<file path="config.mk">
export PLATFORM = sky130hd
export DESIGN_NAME = gsi_queue
export DESIGN_NICKNAME = d
export VERILOG_FILES = /design/src/design/grid_simpson_integrator_2d_assert.svh /design/src/design/gsi_pkg.sv /design/src/design/gsi_queue.sv
export SDC_FILE = /design/constraint.sdc
export NUM_CORES = 1
export LEC_CHECK = 0
export ABC_CLOCK_PERIOD_IN_PS = 2750
export BUFFER_PORTS_ARGS = -buffer_cell sky130_fd_sc_hd__buf_2
export CAP_MARGIN = 15
export CORE_UTILIZATION = 25
export DETAILED_ROUTE_END_ITERATION = 16
export HOLD_SLACK_MARGIN = 0.06
export PLACE_DENSITY = 0.46
export SYNTH_ARGS = -nofsm -noshare
export SYNTH_HDL_FRONTEND = slang
export SYNTH_SLANG_ARGS = --single-unit
</file>
<file path="constraint.sdc">
create_clock -name i_clk -period 2.75 [get_ports i_clk]
set_input_delay 0.275 -clock i_clk [delete_from_list [all_inputs] [get_ports i_clk]]
set_output_delay 0.275 -clock i_clk [all_outputs]
set_load 0.005 [all_outputs]
</file>
<file path="src/design/grid_simpson_integrator_2d_assert.svh">
// Assertion macros used by the back part of the Simpson integrator.
`ifndef GRID_SIMPSON_INTEGRATOR_2D_ASSERT_SVH
`define GRID_SIMPSON_INTEGRATOR_2D_ASSERT_SVH

// Consequent checked in the same cycle as the antecedent.
`define GSI_ASSERT_SAME(label, clk, rst_n, ante, cons, msg) \
    label: assert property (@(posedge clk) disable iff (!rst_n) (ante) |-> (cons)) \
        else $error(msg);

// Consequent checked in the cycle after the antecedent.
`define GSI_ASSERT_NEXT(label, clk, rst_n, ante, cons, msg) \
    label: assert property (@(posedge clk) disable iff (!rst_n) (ante) |=> (cons)) \
        else $error(msg);

`endif

</file>
<file path="src/design/gsi_pkg.sv">
// Shared types and constants of the 2-D Simpson grid integrator.
package gsi_pkg;

    // Grid dimensions and field widths.
    localparam int MAX_DIM    = 4096;
    localparam int IDX_W      = $clog2(MAX_DIM);
    localparam int CNT_W      = 13;
    localparam int SAMPLE_W   = 32;
    localparam int SUM_W      = 64;
    localparam int AREA_W     = 32;
    localparam int INTEGRAL_W = 64;

    // Configuration port.
    localparam int CFG_IDX_W  = 2;
    localparam int CFG_DATA_W = 32;

    typedef enum logic [CFG_IDX_W-1:0] {
        CFG_ROW_COUNT = 2'd0,
        CFG_COL_COUNT = 2'd1,
        CFG_TILE_AREA = 2'd2
    } t_cfg_reg;

    localparam logic [CNT_W-1:0]  ROW_COUNT_RST = CNT_W'(3);
    localparam logic [CNT_W-1:0]  COL_COUNT_RST = CNT_W'(3);
    localparam logic [AREA_W-1:0] TILE_AREA_RST = AREA_W'(65536);

    // Queue depths.
    localparam int QUEUE_DEPTH = 4;
    localparam int OUT_DEPTH   = 16;

    // Scaling: product shifted right by the Q16.16 fraction, then divided by nine.
    localparam int FRAC_BITS  = 16;
    localparam int PROD_W     = SUM_W + AREA_W;
    localparam int SCALED_W   = PROD_W - FRAC_BITS;
    localparam int DIGIT_W    = 16;
    localparam int NUM_DIGITS = SCALED_W / DIGIT_W;
    localparam int DIVISOR    = 9;
    localparam int REM_W      = $clog2(DIVISOR);
    localparam int CUR_W      = REM_W + DIGIT_W;
    localparam int RECIP_SHIFT = 24;
    localparam int RECIP_W    = RECIP_SHIFT - $clog2(DIVISOR) + 1;
    localparam logic [RECIP_W-1:0] RECIP =
        RECIP_W'(((64'd1 << RECIP_SHIFT) + DIVISOR - 1) / DIVISOR);

    // One finished result as held in the output queue.
    typedef struct packed {
        logic [INTEGRAL_W-1:0] integral;
        logic                  saturated;
    } t_result;

endpackage

</file>
<file path="src/design/gsi_queue.sv">
// Short queue of finished grid sums between the front and back parts.
module gsi_queue
    import gsi_pkg::*;
(
    input  logic             i_clk,
    input  logic             i_rst_n,
    input  logic             i_wr,
    input  logic [SUM_W-1:0] i_wdata,
    input  logic             i_rd,
    output logic [SUM_W-1:0] o_rdata,
    output logic             o_full,
    output logic             o_empty
);

    localparam int PTR_W = $clog2(QUEUE_DEPTH);
    localparam int CNT_QW = $clog2(QUEUE_DEPTH + 1);

    logic [SUM_W-1:0]  r_mem [QUEUE_DEPTH];
    logic [PTR_W-1:0]  r_wptr, n_wptr;
    logic [PTR_W-1:0]  r_rptr, n_rptr;
    logic [CNT_QW-1:0] r_count, n_count;
    logic              wr_ok, rd_ok;

    // Pointer and count update.
    always_comb begin
        wr_ok   = i_wr && !o_full;
        rd_ok   = i_rd && !o_empty;
        n_wptr  = wr_ok ? PTR_W'(r_wptr + 1'b1) : r_wptr;
        n_rptr  = rd_ok ? PTR_W'(r_rptr + 1'b1) : r_rptr;
        n_count = r_count;
        if (wr_ok && !rd_ok) begin
            n_count = CNT_QW'(r_count + 1'b1);
        end else if (rd_ok && !wr_ok) begin
            n_count = CNT_QW'(r_count - 1'b1);
        end
    end

    always_ff @(posedge i_clk) begin
        if (!i_rst_n) begin
            r_wptr  <= '0;
            r_rptr  <= '0;
            r_count <= '0;
        end else begin
            r_wptr  <= n_wptr;
            r_rptr  <= n_rptr;
            r_count <= n_count;
        end
    end

    // Storage.
    always_ff @(posedge i_clk) begin
        if (wr_ok) begin
            r_mem[r_wptr] <= i_wdata;
        end
    end

    assign o_rdata = r_mem[r_rptr];
    assign o_full  = (r_count == CNT_QW'(QUEUE_DEPTH));
    assign o_empty = (r_count == '0);

endmodule

</file>
== After elaboration in Yosys (flattened, before gate mapping) ==
Memories as Yosys holds them, arrays and structs flattened. A register that Yosys moved wholly into a read port is not among the register bits.
Index checks and enable logic that the tools add are counted.
Storage, ports and cells
  bits in writable memories: 256
  flip-flop bits (word level): 7
  memories kept: 1
Operators by class
  multiplexer cells: 6
  eq/ne operators: 1
  reduce and logical (&&, ||, !) cells: 10
  $add $sub $neg: 4
Memories
  r_mem: depth 4, width 64, rd ports 1, clocked after memory_dff 1, wr ports 1, RTL line gsi_queue.sv:18  | logic [SUM_W-1:0] r_mem [QUEUE_DEPTH];
Operators with widths (number)
  3-bit two-way mux: 2
  2-bit by 1-bit adder with 2-bit output (second input constant): 2
  1-bit logical AND: 4
  1-bit zero test: 4
  2-bit two-way mux: 2
  3-bit by 1-bit adder with 3-bit output (second input constant): 1
  3-bit equality test (second input constant): 1
  3-bit zero test: 1
  3-bit by 1-bit subtractor with 3-bit output (second input constant): 1
  1-bit two-way mux: 2
  2-bit nonzero test: 1

== Logic depth before layout (Yosys ltp) ==
  depth in word-level cells: 7
  depth in mapped cells: 9
  mapped depth without buffers: 8

== Least setup slack after synthesis ==
Ideal clock, no wire load.
  path type: register to register
  start point: register r_count[0]
  end point: memory r_mem[0][0] (enable)
  path slack: -0.009 ns
  setup time: 0.429 ns
  data arrival time: 2.330 ns
  stages on the path, launching flop included: 5
  path through: dfxtp_1 nor3b_2 nor2b_1 buf_2 and2_1
On the way
  cells in the longest elaborated chain, start to end: 5
RTL lines
  from (decl): RTL line gsi_queue.sv:21  | logic [CNT_QW-1:0] r_count, n_count;
  from (signal assigned): RTL line gsi_queue.sv:46  | r_count <= n_count;
  3-bit equality test: RTL line gsi_queue.sv:58  | assign o_full = (r_count == CNT_QW'(QUEUE_DEPTH));
  net o_full: RTL line gsi_queue.sv:11  | output logic o_full,
  1-bit zero test: RTL line gsi_queue.sv:26  | wr_ok = i_wr && !o_full;
  1-bit logical AND: RTL line gsi_queue.sv:26
  net wr_ok: RTL line gsi_queue.sv:22  | logic wr_ok, rd_ok;
  1-bit two-way mux: RTL line gsi_queue.sv:52  | if (wr_ok) begin
  1-bit two-way mux (not written as such): RTL line gsi_queue.sv:53  | r_mem[r_wptr] <= i_wdata;
  to (decl): RTL line gsi_queue.sv:18
The timed path passes the listed nets, and every way through them passes these cells.

==> results.yml <==
detailed_routing:
  wl_per_cell_um: 17.2
  routed_via_density: 4.03
  drc_errors: 0
  finalWirelength_um: 19700
  drt_iter0_drc: 176
  vias: 4634
  first_pass_iters: 4
  drtAntennaViolNets: 0
synth:
  synth_top_family_by_area: "multiplexers"
  synth.area.mux_share: 0.150
  synth-compound-area-share: 0.00345
  synth_edf_count: 256
  synthesis.area_um2: 9780
  synthAdderAreaFrac: 0.00845
  synth_common_cells: "256 x edfxtp_1, 64 x mux4_2, 9 x dfxtp_1"
  synth_area_leaders: "edfxtp_1 79%, mux4_2 15%, dfxtp_1 1.8%"
  yosysTopAreaCellShare: 0.786
  synth-main-ff-cell: "edfxtp_1"
  synthArstFlopShare: 0
  ys_ff_latch: 265
  synth_cell_type_count: 24
  syn-instance-count: 382
  post-synth-top-area-cell: "edfxtp_1"
  synth_nets: 456
  synth.most_common_cell: "edfxtp_1"
  synth-simple-area-share: 0.0104
  synth_area_per_cell_um2: 25.6
  synthXorXnorAreaFrac: 0.00358
  ys_seq_area_frac: 0.805
  ys_warn_count: 0
timing:
  finalMaxSlewViolations: 0
  hold_viol_final: 0
  max_slew_margin: 0.638
  tightest_slew_ps: 543
  hold_slack_ps: 182
  fin_crit_ps: 2370
  fin_tns_setup_ps: 0
  setup_viol: 0
  period_share: 0.860
  fin_worst_skew_ps: 15.0
  rsz0062_at_grt: "no"
  timing.fmax_mhz: 423
floorplan:
  die_x_um: 200
  ios: 134
  placementRows: 72
  initial_core_util: 0.253
  die_area_um2: 39900
  die_y_um: 200
  core_area_um2: 38600
critical_path:
  end_kind: "primary output"
  worstSetupPathType: "reg2out"
  worstPathRequired_ps: 2480
  crit_slowest_cell: "dfxtp_4"
  critPathLaunchType: "flip-flop"
  r2r-start: "r_count[0]"
  path_max_fanout: 35
  cp_cell_sequence: "buf_12 -> mux4_2 -> buf_2"
  ff2ff_path_depth: 9
  slowest_delay_ps: 680
  path_delay_family: "flip-flops"
  crit_arrival_ps: 2090
  r2r-end: "r_count[2]"
  critical_path_cell_count: 3
  reg2reg_setup_slack_ps: 510
  cp_num_buf_inv: 2
finish:
  n_antenna_cell: 0
  fin_util: 0.328
  final_area_um2: 12700
  fin_nets: 682
  fillers: 3678
  syn_to_final_growth_pct: 29.6
  drive_above_1_share: 0.407
clock_network:
  ctsHtreeMaxLevel: 1
  cts.sinks: 265
  clock_path_buffers: 3
  cts-root-buf: "clkbuf_16"
  clk_pin_slew_ps: 60
  cts_resized: 0
  postCtsSetupBuffers: 0
  worstSkewPairLatency_ps: 560
  cts_tree: "done"
  numCtsBuffers: 30
placement:
  routabilityCongestion: 0.670
  port_buffers: 133
  dp_hpwl_um: 11800
  place_area_um2: 11100
min_path:
  hold_start: "i_rd"
  hold_depth: 4
  min_path_type: "in2reg"
pwr:
  ir_drop_mv: 0.484
  power_density_nw_per_um2: 875
  total_leakage_power_nw: 4.22
global_route:
  grt_use_met2: 0.174
  grt_usage: 0.101
  overflow: 0
  grt_pass1_vias: 5132
  grt_max_degree: 36
  met1_usage: 0.122
  antenna_found_initial: 1
  grtUsageMet3: 0.0245
  globalRoute.busiestLayer: "met2"
  grt_pass1_wl_um: 29800
run_status:
  status: "complete, no violations"
run:
  drv_cap: 0
## stage by stage
stage               worst slack (ps)  instances  power (mW)
detailed placement               520       1029        7.59
global route                     250       1149        11.7
CTS                              297       1149        11.4
floorplan                        688        382        6.68
finish                           384       1149        11.1
global placement                 629       1029        7.52
## final cells by class
cell class / count / area, um^2 / area share
well taps: 518 / 648 / 0.0512
clock inverters: 18 / 110 / 0.00869
flip-flops and latches: 265 / 7880 / 0.622
multi-input cells: 98 / 1730 / 0.137
clock buffers: 37 / 798 / 0.0630
inverters: 3 / 11.3 / 0.000889
repair buffers: 210 / 1490 / 0.118
## where the power goes
group,internal (mW),switching (mW)
sequential,4.91,0.164
combinational,1.29,1.11
clock,2.13,1.50
total,8.33,2.77
## metal layers
| metal | routed length (um) | up-vias | share of wire |
|---|---|---|---|
| met5 | 17 | - | 0.00086 |
| met3 | 963 | 32 | 0.049 |
| li1 | - | 2089 | - |
| met4 | 426 | 2 | 0.022 |
| met2 | 10200 | 103 | 0.52 |
| met1 | 8100 | 2408 | 0.41 |
## kinds of logic (layout without fill, tap and decap cells)
family,count (synthesis),in the layout
AO/OA/AOI/OAI,4,4
AND/OR/NAND/NOR,17,17
adder cells (fa/ha/maj),6,6
multiplexers,67,67
XOR/XNOR,4,4
flip-flops,265,265
buffers and inverters,19,268
## cells in the final DEF (no fill, tap or decap), types with 6 or more instances in the layout
master         Yosys  layout
buf_12             6       7
buf_2              7     133
clkbuf_1           1       6
clkbuf_16          0      31
clkinv_1           0       9
clkinv_2           0       6
dfxtp_1            9       7
dlygate4sd3_1      0      65
edfxtp_1         256     256
mux4_2            64      64
## sequential cells by signal, indices dropped and copies added, names as in the netlist, named ones only
name,count
r_wptr,2
r_rptr,2
r_mem,256
r_count,3
## repair_timing
item                                   in CTS  in global routing
endpoints found under the hold margin     265                  0
hold buffers                               65                  0
setup endpoints to repair                   0                  0
## worst reg2reg max path: stages, from the launching register on
cell and delay [ps]:
dfxtp_1 490, nor3b_2 100, nor2b_1 110, buf_4 160, ha_1 190, inv_1 60
fa_1 370, xor2_1 170, or3_1 310, a21boi_0 190
## worst max-delay path by stage
stage	from	endpoint	slack, ps
2_1_floorplan	r_count[0]	r_mem[0][0]	690
3_3_place_gp	r_count[0]	r_count[2]	630
3_5_place_dp	r_count[0]	r_count[2]	520
4_1_cts	flip-flop	o_rdata[24]	300
5_1_grt	flip-flop	o_rdata[57]	250
6_report	flip-flop	o_rdata[24]	380
No activity file was read; power rests on OpenSTA's default activity.
