===== config.mk =====
export PLATFORM = sky130hd
export DESIGN_NAME = gsi_front
export DESIGN_NICKNAME = d
export VERILOG_FILES = /design/src/design/grid_simpson_integrator_2d_assert.svh /design/src/design/gsi_pkg.sv /design/src/design/gsi_front.sv
export SDC_FILE = /design/constraint.sdc
export NUM_CORES = 1
export LEC_CHECK = 0
export ABC_AREA = 1
export BUFFER_PORTS_ARGS = -buffer_cell sky130_fd_sc_hd__buf_2
export CAP_MARGIN = 0
export CORE_ASPECT_RATIO = 1.2
export CORE_MARGIN = 2
export CORE_UTILIZATION = 40
export DETAILED_ROUTE_END_ITERATION = 8
export PLACE_DENSITY = 0.65
export REMOVE_ABC_BUFFERS = 1
export SYNTH_ARGS = -nofsm -noshare
export SYNTH_HDL_FRONTEND = slang
export SYNTH_SLANG_ARGS = --single-unit

===== constraint.sdc =====
create_clock -name i_clk -period 7.95 [get_ports i_clk]
set_input_delay 0 -clock i_clk [delete_from_list [all_inputs] [get_ports i_clk]]
set_output_delay 0 -clock i_clk [all_outputs]
set_load 0.05 [all_outputs]

===== src/design/grid_simpson_integrator_2d_assert.svh =====
// Assertion macros used by the back part of the Simpson integrator.
`ifndef GRID_SIMPSON_INTEGRATOR_2D_ASSERT_SVH
`define GRID_SIMPSON_INTEGRATOR_2D_ASSERT_SVH

// Consequent checked in the same cycle as the antecedent.
`define GSI_ASSERT_SAME(label, clk, rst_n, ante, cons, msg) \
    label: assert property (@(posedge clk) disable iff (!rst_n) (ante) |-> (cons)) \
        else $error(msg);

// Consequent checked in the cycle after the antecedent.
`define GSI_ASSERT_NEXT(label, clk, rst_n, ante, cons, msg) \
    label: assert property (@(posedge clk) disable iff (!rst_n) (ante) |=> (cons)) \
        else $error(msg);

`endif


===== src/design/gsi_pkg.sv =====
// Shared types and constants of the 2-D Simpson grid integrator.
package gsi_pkg;

    // Grid dimensions and field widths.
    localparam int MAX_DIM    = 4096;
    localparam int IDX_W      = $clog2(MAX_DIM);
    localparam int CNT_W      = 13;
    localparam int SAMPLE_W   = 32;
    localparam int SUM_W      = 64;
    localparam int AREA_W     = 32;
    localparam int INTEGRAL_W = 64;

    // Configuration port.
    localparam int CFG_IDX_W  = 2;
    localparam int CFG_DATA_W = 32;

    typedef enum logic [CFG_IDX_W-1:0] {
        CFG_ROW_COUNT = 2'd0,
        CFG_COL_COUNT = 2'd1,
        CFG_TILE_AREA = 2'd2
    } t_cfg_reg;

    localparam logic [CNT_W-1:0]  ROW_COUNT_RST = CNT_W'(3);
    localparam logic [CNT_W-1:0]  COL_COUNT_RST = CNT_W'(3);
    localparam logic [AREA_W-1:0] TILE_AREA_RST = AREA_W'(65536);

    // Queue depths.
    localparam int QUEUE_DEPTH = 4;
    localparam int OUT_DEPTH   = 16;

    // Scaling: product shifted right by the Q16.16 fraction, then divided by nine.
    localparam int FRAC_BITS  = 16;
    localparam int PROD_W     = SUM_W + AREA_W;
    localparam int SCALED_W   = PROD_W - FRAC_BITS;
    localparam int DIGIT_W    = 16;
    localparam int NUM_DIGITS = SCALED_W / DIGIT_W;
    localparam int DIVISOR    = 9;
    localparam int REM_W      = $clog2(DIVISOR);
    localparam int CUR_W      = REM_W + DIGIT_W;
    localparam int RECIP_SHIFT = 24;
    localparam int RECIP_W    = RECIP_SHIFT - $clog2(DIVISOR) + 1;
    localparam logic [RECIP_W-1:0] RECIP =
        RECIP_W'(((64'd1 << RECIP_SHIFT) + DIVISOR - 1) / DIVISOR);

    // One finished result as held in the output queue.
    typedef struct packed {
        logic [INTEGRAL_W-1:0] integral;
        logic                  saturated;
    } t_result;

endpackage


===== src/design/gsi_front.sv =====
// Front part: grid position tracking, Simpson weighting and accumulation.
module gsi_front
    import gsi_pkg::*;
(
    input  logic                       i_clk,
    input  logic                       i_rst_n,
    input  logic                       i_accept,
    input  logic signed [SAMPLE_W-1:0] i_sample,
    input  logic [CNT_W-1:0]           i_row_count,
    input  logic [CNT_W-1:0]           i_col_count,
    output logic                       o_sum_valid,
    output logic [SUM_W-1:0]           o_sum
);

    localparam int SH_W = 3;

    // Last index of an axis after clamping the count into its legal range.
    function automatic logic [IDX_W-1:0] eff_last(input logic [CNT_W-1:0] n);
        int v;
        v = int'(n);
        if (v < 3) begin
            v = 3;
        end else if (v > MAX_DIM) begin
            v = MAX_DIM;
        end
        return IDX_W'(v - 1);
    endfunction

    // Weight as a shift: 1 at an edge, 4 at odd inner, 2 at even inner indices.
    function automatic logic [1:0] axis_shift(input logic [IDX_W-1:0] i,
                                              input logic [IDX_W-1:0] last);
        if (i == '0 || i >= last) begin
            return 2'd0;
        end
        return i[0] ? 2'd2 : 2'd1;
    endfunction

    logic [IDX_W-1:0] r_row_idx, n_row_idx;
    logic [IDX_W-1:0] r_col_idx, n_col_idx;
    logic [SUM_W-1:0] r_sum, n_sum;
    logic [IDX_W-1:0] row_last, col_last;
    logic             col_end, row_end;
    logic [SH_W-1:0]  shift;
    logic [SUM_W-1:0] sample_ext;
    logic [SUM_W-1:0] sum_next;

    // Weighted add and position advance.
    always_comb begin
        row_last   = eff_last(i_row_count);
        col_last   = eff_last(i_col_count);
        col_end    = (r_col_idx >= col_last);
        row_end    = (r_row_idx >= row_last);
        shift      = SH_W'(axis_shift(r_row_idx, row_last))
                   + SH_W'(axis_shift(r_col_idx, col_last));
        sample_ext = {{(SUM_W - SAMPLE_W){i_sample[SAMPLE_W-1]}}, i_sample};
        sum_next   = r_sum + (sample_ext << shift);

        n_row_idx = r_row_idx;
        n_col_idx = r_col_idx;
        n_sum     = r_sum;
        if (i_accept) begin
            n_sum = sum_next;
            if (!col_end) begin
                n_col_idx = IDX_W'(r_col_idx + 1'b1);
            end else begin
                n_col_idx = '0;
                if (!row_end) begin
                    n_row_idx = IDX_W'(r_row_idx + 1'b1);
                end else begin
                    n_row_idx = '0;
                    n_sum     = '0;
                end
            end
        end
    end

    always_ff @(posedge i_clk) begin
        if (!i_rst_n) begin
            r_row_idx <= '0;
            r_col_idx <= '0;
            r_sum     <= '0;
        end else begin
            r_row_idx <= n_row_idx;
            r_col_idx <= n_col_idx;
            r_sum     <= n_sum;
        end
    end

    // The grid's final sum goes to the queue in the cycle of its last sample.
    assign o_sum_valid = i_accept && col_end && row_end;
    assign o_sum       = sum_next;

endmodule


-- Word-level counts from Yosys, hierarchy flattened
Index checks and enable logic that the tools add are counted.
Widths: inputs -> output; s select.
- add/sub/neg operators: 6
- multiply operators: 0
- div/mod/pow operators: 0
- magnitude comparators: 6
- eq/ne operators: 0
- shift operators: 1
- multiplexer cells: 16
- bitwise operators: 0
- reductions and logical operators: 7
- operator list (kind ; count):
    $mux 64 ; 2
    $mux 12 ; 6
    $add 64x64->64 ; 1
    $shl 64x3->64 ; 1
    $gt 13x13->1 const B ; 2
    $lt 13x2->1 const B ; 2
    $add 12x1->12 const B ; 2
    $ge 12x12->1 ; 2
    $logic_not 12->1 ; 2
    $sub 12x2->12 const B ; 2
    $mux 2 ; 6
    $add 2x2->3 ; 1
    $logic_and 1x1->1 ; 2
    $logic_or 1x1->1 ; 2
    $mux 1 ; 2
    $reduce_and 2->1 ; 1
- register bits: 88
- bits in latches: 0
- memory bits (writable): 0
- bits in read-only memories: 0
- output and inout port bits: 65
- logic and storage cells: 39
- memories kept: 0

-- Logic depth before layout (Yosys ltp)
- depth after elaboration: 13
- gate-level depth with buffers: 50

-- Worst setup path after synthesis
Ideal clock, no wire load.
- path kind: input to register
- from: in i_col_count[5]
- to: reg r_sum[28]
- setup time: 70 ps
- data arrival time: 6198 ps
- path slack: 1682 ps
- cell stages on the path: 43
- buffers on the path: 4
- cells stage by stage: nor2_1 > nand2_1 > nor2_1 > nand3_1 > nand2_1 > buf_2 > a21oi_1 > ha_1 > nand3_1 > nor2_1 > nand3_1 > xor2_1 > inv_1 > ha_1 > nand2_1 > nor2_1 > and2_1 > nand2_1 > [7 not listed] > clkbuf_1 > inv_1 > clkbuf_1 > clkbuf_1 > nor3_1 > ha_1 > fa_1 > nand3_1 > nand3_1 > nand2_1 > nand2_1 > nand2_1 > nand2_1 > nand2_1 > nand2_1 > xor2_1 > nand2_1 > a21oi_1
- longest elaborated chain between the ends: 13
- RTL lines (what ; RTL line ; RTL):
    start, declared ; gsi_front.sv:10 ; input logic [CNT_W-1:0] i_col_count,
    $gt 13x13->1 ; gsi_front.sv:23 ; end else if (v > MAX_DIM) begin
    $mux 12 ; gsi_front.sv:23 ;
    $mux 12 (*) ; gsi_front.sv:21 ; if (v < 3) begin
    $sub 12x2->12 (*) ; gsi_front.sv:26 ; return IDX_W'(v - 1);
    $ge 12x12->1 (*) ; gsi_front.sv:32 ; if (i == '0 || i >= last) begin
    $logic_or 1x1->1 (*) ; gsi_front.sv:32 ;
    $mux 1 (*) ; gsi_front.sv:32 ;
    $mux 2 (*) ; gsi_front.sv:35 ; return i[0] ? 2'd2 : 2'd1;
    $add 2x2->3 (*) ; gsi_front.sv:54 ; + SH_W'(axis_shift(r_col_idx, col_last));
    $shl 64x3->64 (*) ; gsi_front.sv:56 ; sum_next = r_sum + (sample_ext << shift);
    $add 64x64->64 (*) ; gsi_front.sv:56 ;
    via o_sum[28] ; gsi_front.sv:12 ; output logic [SUM_W-1:0] o_sum
    $mux 64 ; gsi_front.sv:67 ; if (!row_end) begin
    $mux 64 (*) ; gsi_front.sv:63 ; if (!col_end) begin
    end signal, assigned ; gsi_front.sv:85 ; r_sum <= n_sum;
    end, declared ; gsi_front.sv:40 ; logic [SUM_W-1:0] r_sum, n_sum;
Mark *: on every way through the listed nets, which the timed path passes. The rest lies on a longest branch.
A chain may end at the register's enable or synchronous reset.

-- Worst setup path in the final report
- from: in i_col_count[7]
- to: out o_sum[57]
- longest elaborated chain between the ends: 11
- RTL lines (what ; RTL line):
    $gt 13x13->1 ; gsi_front.sv:23
    $mux 12 ; gsi_front.sv:23
    $mux 12 (*) ; gsi_front.sv:21
    $sub 12x2->12 (*) ; gsi_front.sv:26
    $ge 12x12->1 (*) ; gsi_front.sv:32
    $logic_or 1x1->1 (*) ; gsi_front.sv:32
    $mux 1 (*) ; gsi_front.sv:32
    $mux 2 (*) ; gsi_front.sv:35
    $add 2x2->3 (*) ; gsi_front.sv:54
    $shl 64x3->64 (*) ; gsi_front.sv:56
    $add 64x64->64 (*) ; gsi_front.sv:56
    end, declared ; gsi_front.sv:12
Mark *: on every way between the ends. The rest lies on a longest branch, timed or not.

==> flow_results.xml <==
<?xml version="1.0" encoding="UTF-8"?>
<metrics>
  <group name="critical_path">
    <metric name="critical_setup_path_kind" unit="">input port to output pin</metric>
    <metric name="crit_end_element" unit="">output pin</metric>
    <metric name="cpPeakStageDelay" unit="ps">530</metric>
    <metric name="cp_common_cell" unit="">sky130_fd_sc_hd__nand2_1</metric>
    <metric name="timing.rr.start" unit="">r_row_idx[0]$_SDFFE_PN0P_</metric>
    <metric name="crit_required" unit="ps">7950</metric>
    <metric name="worstSetupStartpoint" unit="">i_col_count[7]</metric>
    <metric name="critPathMaxFanout" unit="">27</metric>
    <metric name="cp_num_buf_inv" unit="">7</metric>
    <metric name="cpLargestDelayFamily" unit="">simple AND/OR/NAND/NOR gates</metric>
    <metric name="nature_of_the_critical_path_startpoint" unit="">input port</metric>
    <metric name="cpMaxStageDelayCell" unit="">sky130_fd_sc_hd__inv_1</metric>
    <metric name="critPathArrivalTime" unit="ps">6690</metric>
  </group>
  <group name="drt">
    <metric name="detail_route.vias_per_cell" unit="">4.866</metric>
    <metric name="route.antenna.remaining_nets" unit="">0</metric>
    <metric name="drt-total-wl" unit="um">38510</metric>
    <metric name="remaining_drc_errors" unit="">0</metric>
    <metric name="vias" unit="">13040</metric>
    <metric name="detail_route.wl_per_cell" unit="um">14.38</metric>
    <metric name="initialDrtViolationCount" unit="">744</metric>
    <metric name="dr.pass1.iters" unit="">5</metric>
  </group>
  <group name="place">
    <metric name="gp_routability_congestion" unit="">1.008</metric>
    <metric name="place.detailed.hpwl" unit="um">31820</metric>
    <metric name="dp_cells" unit="">2661</metric>
    <metric name="place.port_buffers" unit="">125</metric>
  </group>
  <group name="worst_hold_path">
    <metric name="worstHoldStart" unit="">i_sample[0]</metric>
    <metric name="timing.hold.worst.class" unit="">input port to flop</metric>
  </group>
  <group name="clock_network">
    <metric name="cts-root-to-sink-buffers" unit="">2</metric>
    <metric name="cts_max_level" unit="">3</metric>
    <metric name="cts_resized" unit="">0</metric>
    <metric name="clock_sink_count" unit="">88</metric>
    <metric name="clock_latency" unit="ps">370</metric>
    <metric name="ctsRootBufferMaster" unit="">sky130_fd_sc_hd__clkbuf_16</metric>
    <metric name="cts_tree" unit="">done</metric>
    <metric name="clk_pin_slew" unit="ps">70</metric>
    <metric name="cts-buffers-inserted" unit="">9</metric>
  </group>
  <group name="finish">
    <metric name="layout.cells.most_common" unit="">sky130_fd_sc_hd__nand2_1</metric>
    <metric name="nFillCells" unit="">3308</metric>
    <metric name="num_antenna_cells" unit="">0</metric>
    <metric name="finalNetCount" unit="">2446</metric>
    <metric name="finish.utilization" unit="%">45.14</metric>
    <metric name="final_cell_count_no_fill" unit="">2679</metric>
    <metric name="post_route_cells_drive_above_1_share" unit="%">7.323</metric>
    <metric name="regArea" unit="um^2">1762</metric>
    <metric name="layout.cells.most_common_list" unit="">sky130_fd_sc_hd__nand2_1, sky130_fd_sc_hd__inv_1, sky130_fd_sc_hd__nor2_1</metric>
    <metric name="area_used_by_multi_input_combinational_logic" unit="um^2">8204</metric>
    <metric name="area_delta_synth_final" unit="%">10.88</metric>
  </group>
  <group name="power_and_ir_drop">
    <metric name="ir_drop" unit="mV">0.1659</metric>
    <metric name="p_per_area" unit="nW/um^2">244.4</metric>
    <metric name="leakagePower" unit="nW">7.424</metric>
  </group>
  <group name="sta">
    <metric name="timing.final.hold_violations" unit="">0</metric>
    <metric name="fin_hold_ws" unit="ps">314.0</metric>
    <metric name="worst_margin_slew" unit="ps">805.3</metric>
    <metric name="max_clock_freq" unit="GHz">0.1494</metric>
    <metric name="fin_crit_sh" unit="%">84.17</metric>
    <metric name="timing.final.max_slew_violations" unit="">0</metric>
    <metric name="max_slew_margin" unit="%">46.31</metric>
    <metric name="grt_setup_unrepaired" unit="">no</metric>
    <metric name="worst_clock_skew" unit="ps">7.378</metric>
    <metric name="final_critical_path_time_including_i_o_delays_and_setup" unit="ps">6691</metric>
    <metric name="timing.setup.tns" unit="ps">0</metric>
    <metric name="setup-violations-final" unit="">0</metric>
  </group>
  <group name="global_routing">
    <metric name="grt_antenna_before_repair" unit="">0</metric>
    <metric name="vias_in_the_first_global_route" unit="">12380</metric>
    <metric name="grt.total_usage" unit="%">25.16</metric>
    <metric name="grt_pass1_wl" unit="um">61630</metric>
    <metric name="grt_overflow_total" unit="">0</metric>
    <metric name="largest_net_degree_at_the_start_of_global_routing" unit="">68</metric>
  </group>
  <group name="logic_synthesis">
    <metric name="synth_area_per_cell" unit="um^2">5.364</metric>
    <metric name="synthesis.area" unit="um^2">11710</metric>
    <metric name="synth_cell_types" unit="">41</metric>
    <metric name="synth_sequential_area_ratio" unit="%">15.05</metric>
    <metric name="ys.warnings.count" unit="">0</metric>
    <metric name="postSynthCellCount" unit="">2183</metric>
    <metric name="synth.ff_latch_count" unit="">88</metric>
  </group>
  <group name="die">
    <metric name="chipWidth" unit="um">160.2</metric>
    <metric name="design.portCount" unit="">126</metric>
    <metric name="dieArea" unit="um^2">30660</metric>
    <metric name="number_of_rows_in_the_core_area" unit="">68</metric>
    <metric name="die-height" unit="um">191.4</metric>
    <metric name="design.core.area" unit="um^2">28760</metric>
    <metric name="floorplan.initialDensity" unit="%">40.72</metric>
  </group>
  <group name="job">
    <metric name="timing.max_cap.violations" unit="">0</metric>
  </group>
  <group name="status">
    <metric name="outcome" unit="">completed</metric>
  </group>
</metrics>
## metrics by stage
stage	total power, mW	area [um^2]	worst slack, ps
2_1_floorplan	2.138	11470	1307
3_3_place_gp	2.692	12660	1421
3_5_place_dp	2.701	12660	1329
4_1_cts	3.179	12980	1297
5_1_grt	3.403	12980	590.4
6_report	3.173	12980	1259
## worst paths after layout
| path | end | slack, ps | depth (start not counted) |
|---|---|---|---|
| worst min-delay path | r_sum[0]$_SDFFE_PN0P_ | 310 | 6 |
| worst max register to register | r_sum[29]$_SDFFE_PN0P_ | 2640 | 26 |
| worst max-delay path | o_sum[57] | 1260 | 39 |
| worst min register to register | r_sum[59]$_SDFFE_PN0P_ | 470 | 2 |
## logic make-up (layout without fill, tap and decap cells)
kind of cell	count (synthesis)	count (layout)	synth area share, %
AND/OR/NAND/NOR	1264	1264	44.39
buffers and inverters	443	554	14.89
AO/OA/AOI/OAI	219	219	9.660
adder cells (fa/ha/maj)	96	96	10.39
flip-flops	88	88	15.05
XOR/XNOR	57	57	4.264
multiplexers	16	16	1.368
## metal layers
layer | GRT usage, % | part of all wire, % | wire (um) | up-vias
met5 | 0 | 0 | 0 | -
met4 | 8.351 | 2.6 | 986 | 0
met3 | 2.560 | 3.5 | 1337 | 47
met2 | 45.02 | 48 | 18510 | 239
met1 | 31.61 | 46 | 17680 | 5824
li1 | - | - | - | 6925
## cells in the mapped netlist, drive strengths merged
master	count	area share (%)
nor3b	6	0.43
dfxtp	88	15
a21oi	132	5.8
nand3	113	5.0
o22ai	1	0.053
a31oi	3	0.16
mux2i	16	1.4
ha	94	10
and3	2	0.11
or3	1	0.053
nand4	14	0.85
xor2	50	3.7
nor2	162	5.2
fa	2	0.34
o2111ai	1	0.075
and2	36	1.9
nor4	6	0.32
o21bai	2	0.13
or2	3	0.16
clkbuf	32	1.2
inv	400	13
nor3	32	1.5
a21o	1	0.064
xnor2	7	0.52
o21ai	79	3.4
nand3b	13	0.83
nand2	876	28
buf	11	0.87
## repair_timing
| item | CTS | global route |
|---|---|---|
| endpoints found under the hold margin | 5 | 0 |
| hold buffers | 2 | 0 |
| setup buffers | 0 | 0 |
| setup endpoints to repair | 0 | 0 |
## report_power, final
group / internal [mW] / total, mW / leakage (nW) / switching [mW]
clock: 0.250 / 0.466 / 0.150 / 0.216
sequential: 0.505 / 0.543 / 0.721 / 0.0386
combinational: 0.546 / 2.16 / 6.55 / 1.62
total: 1.30 / 3.17 / 7.42 / 1.87
## sequential cells by signal, summed over array words and instances (netlist names)
signal,flops
r_sum,64
r_row_idx,12
r_col_idx,12
## layout make-up
type	instances	share of cell area, %
flip-flops and latches	88	13.57
clock buffers	10	1.764
clock inverters	6	0.5879
multi-input cells	1652	63.19
repair buffers	138	5.609
inverters	400	11.57
well taps	385	3.710
## worst min-delay path, stage by stage
cell and delay (ps):
sky130_fd_sc_hd__buf_2 110, sky130_fd_sc_hd__nand2_1 70, sky130_fd_sc_hd__nor3_1 140, sky130_fd_sc_hd__ha_1 160, sky130_fd_sc_hd__nand2_1 50, sky130_fd_sc_hd__a21oi_1 100
Note: power is estimated with default switching activity, not from simulation.
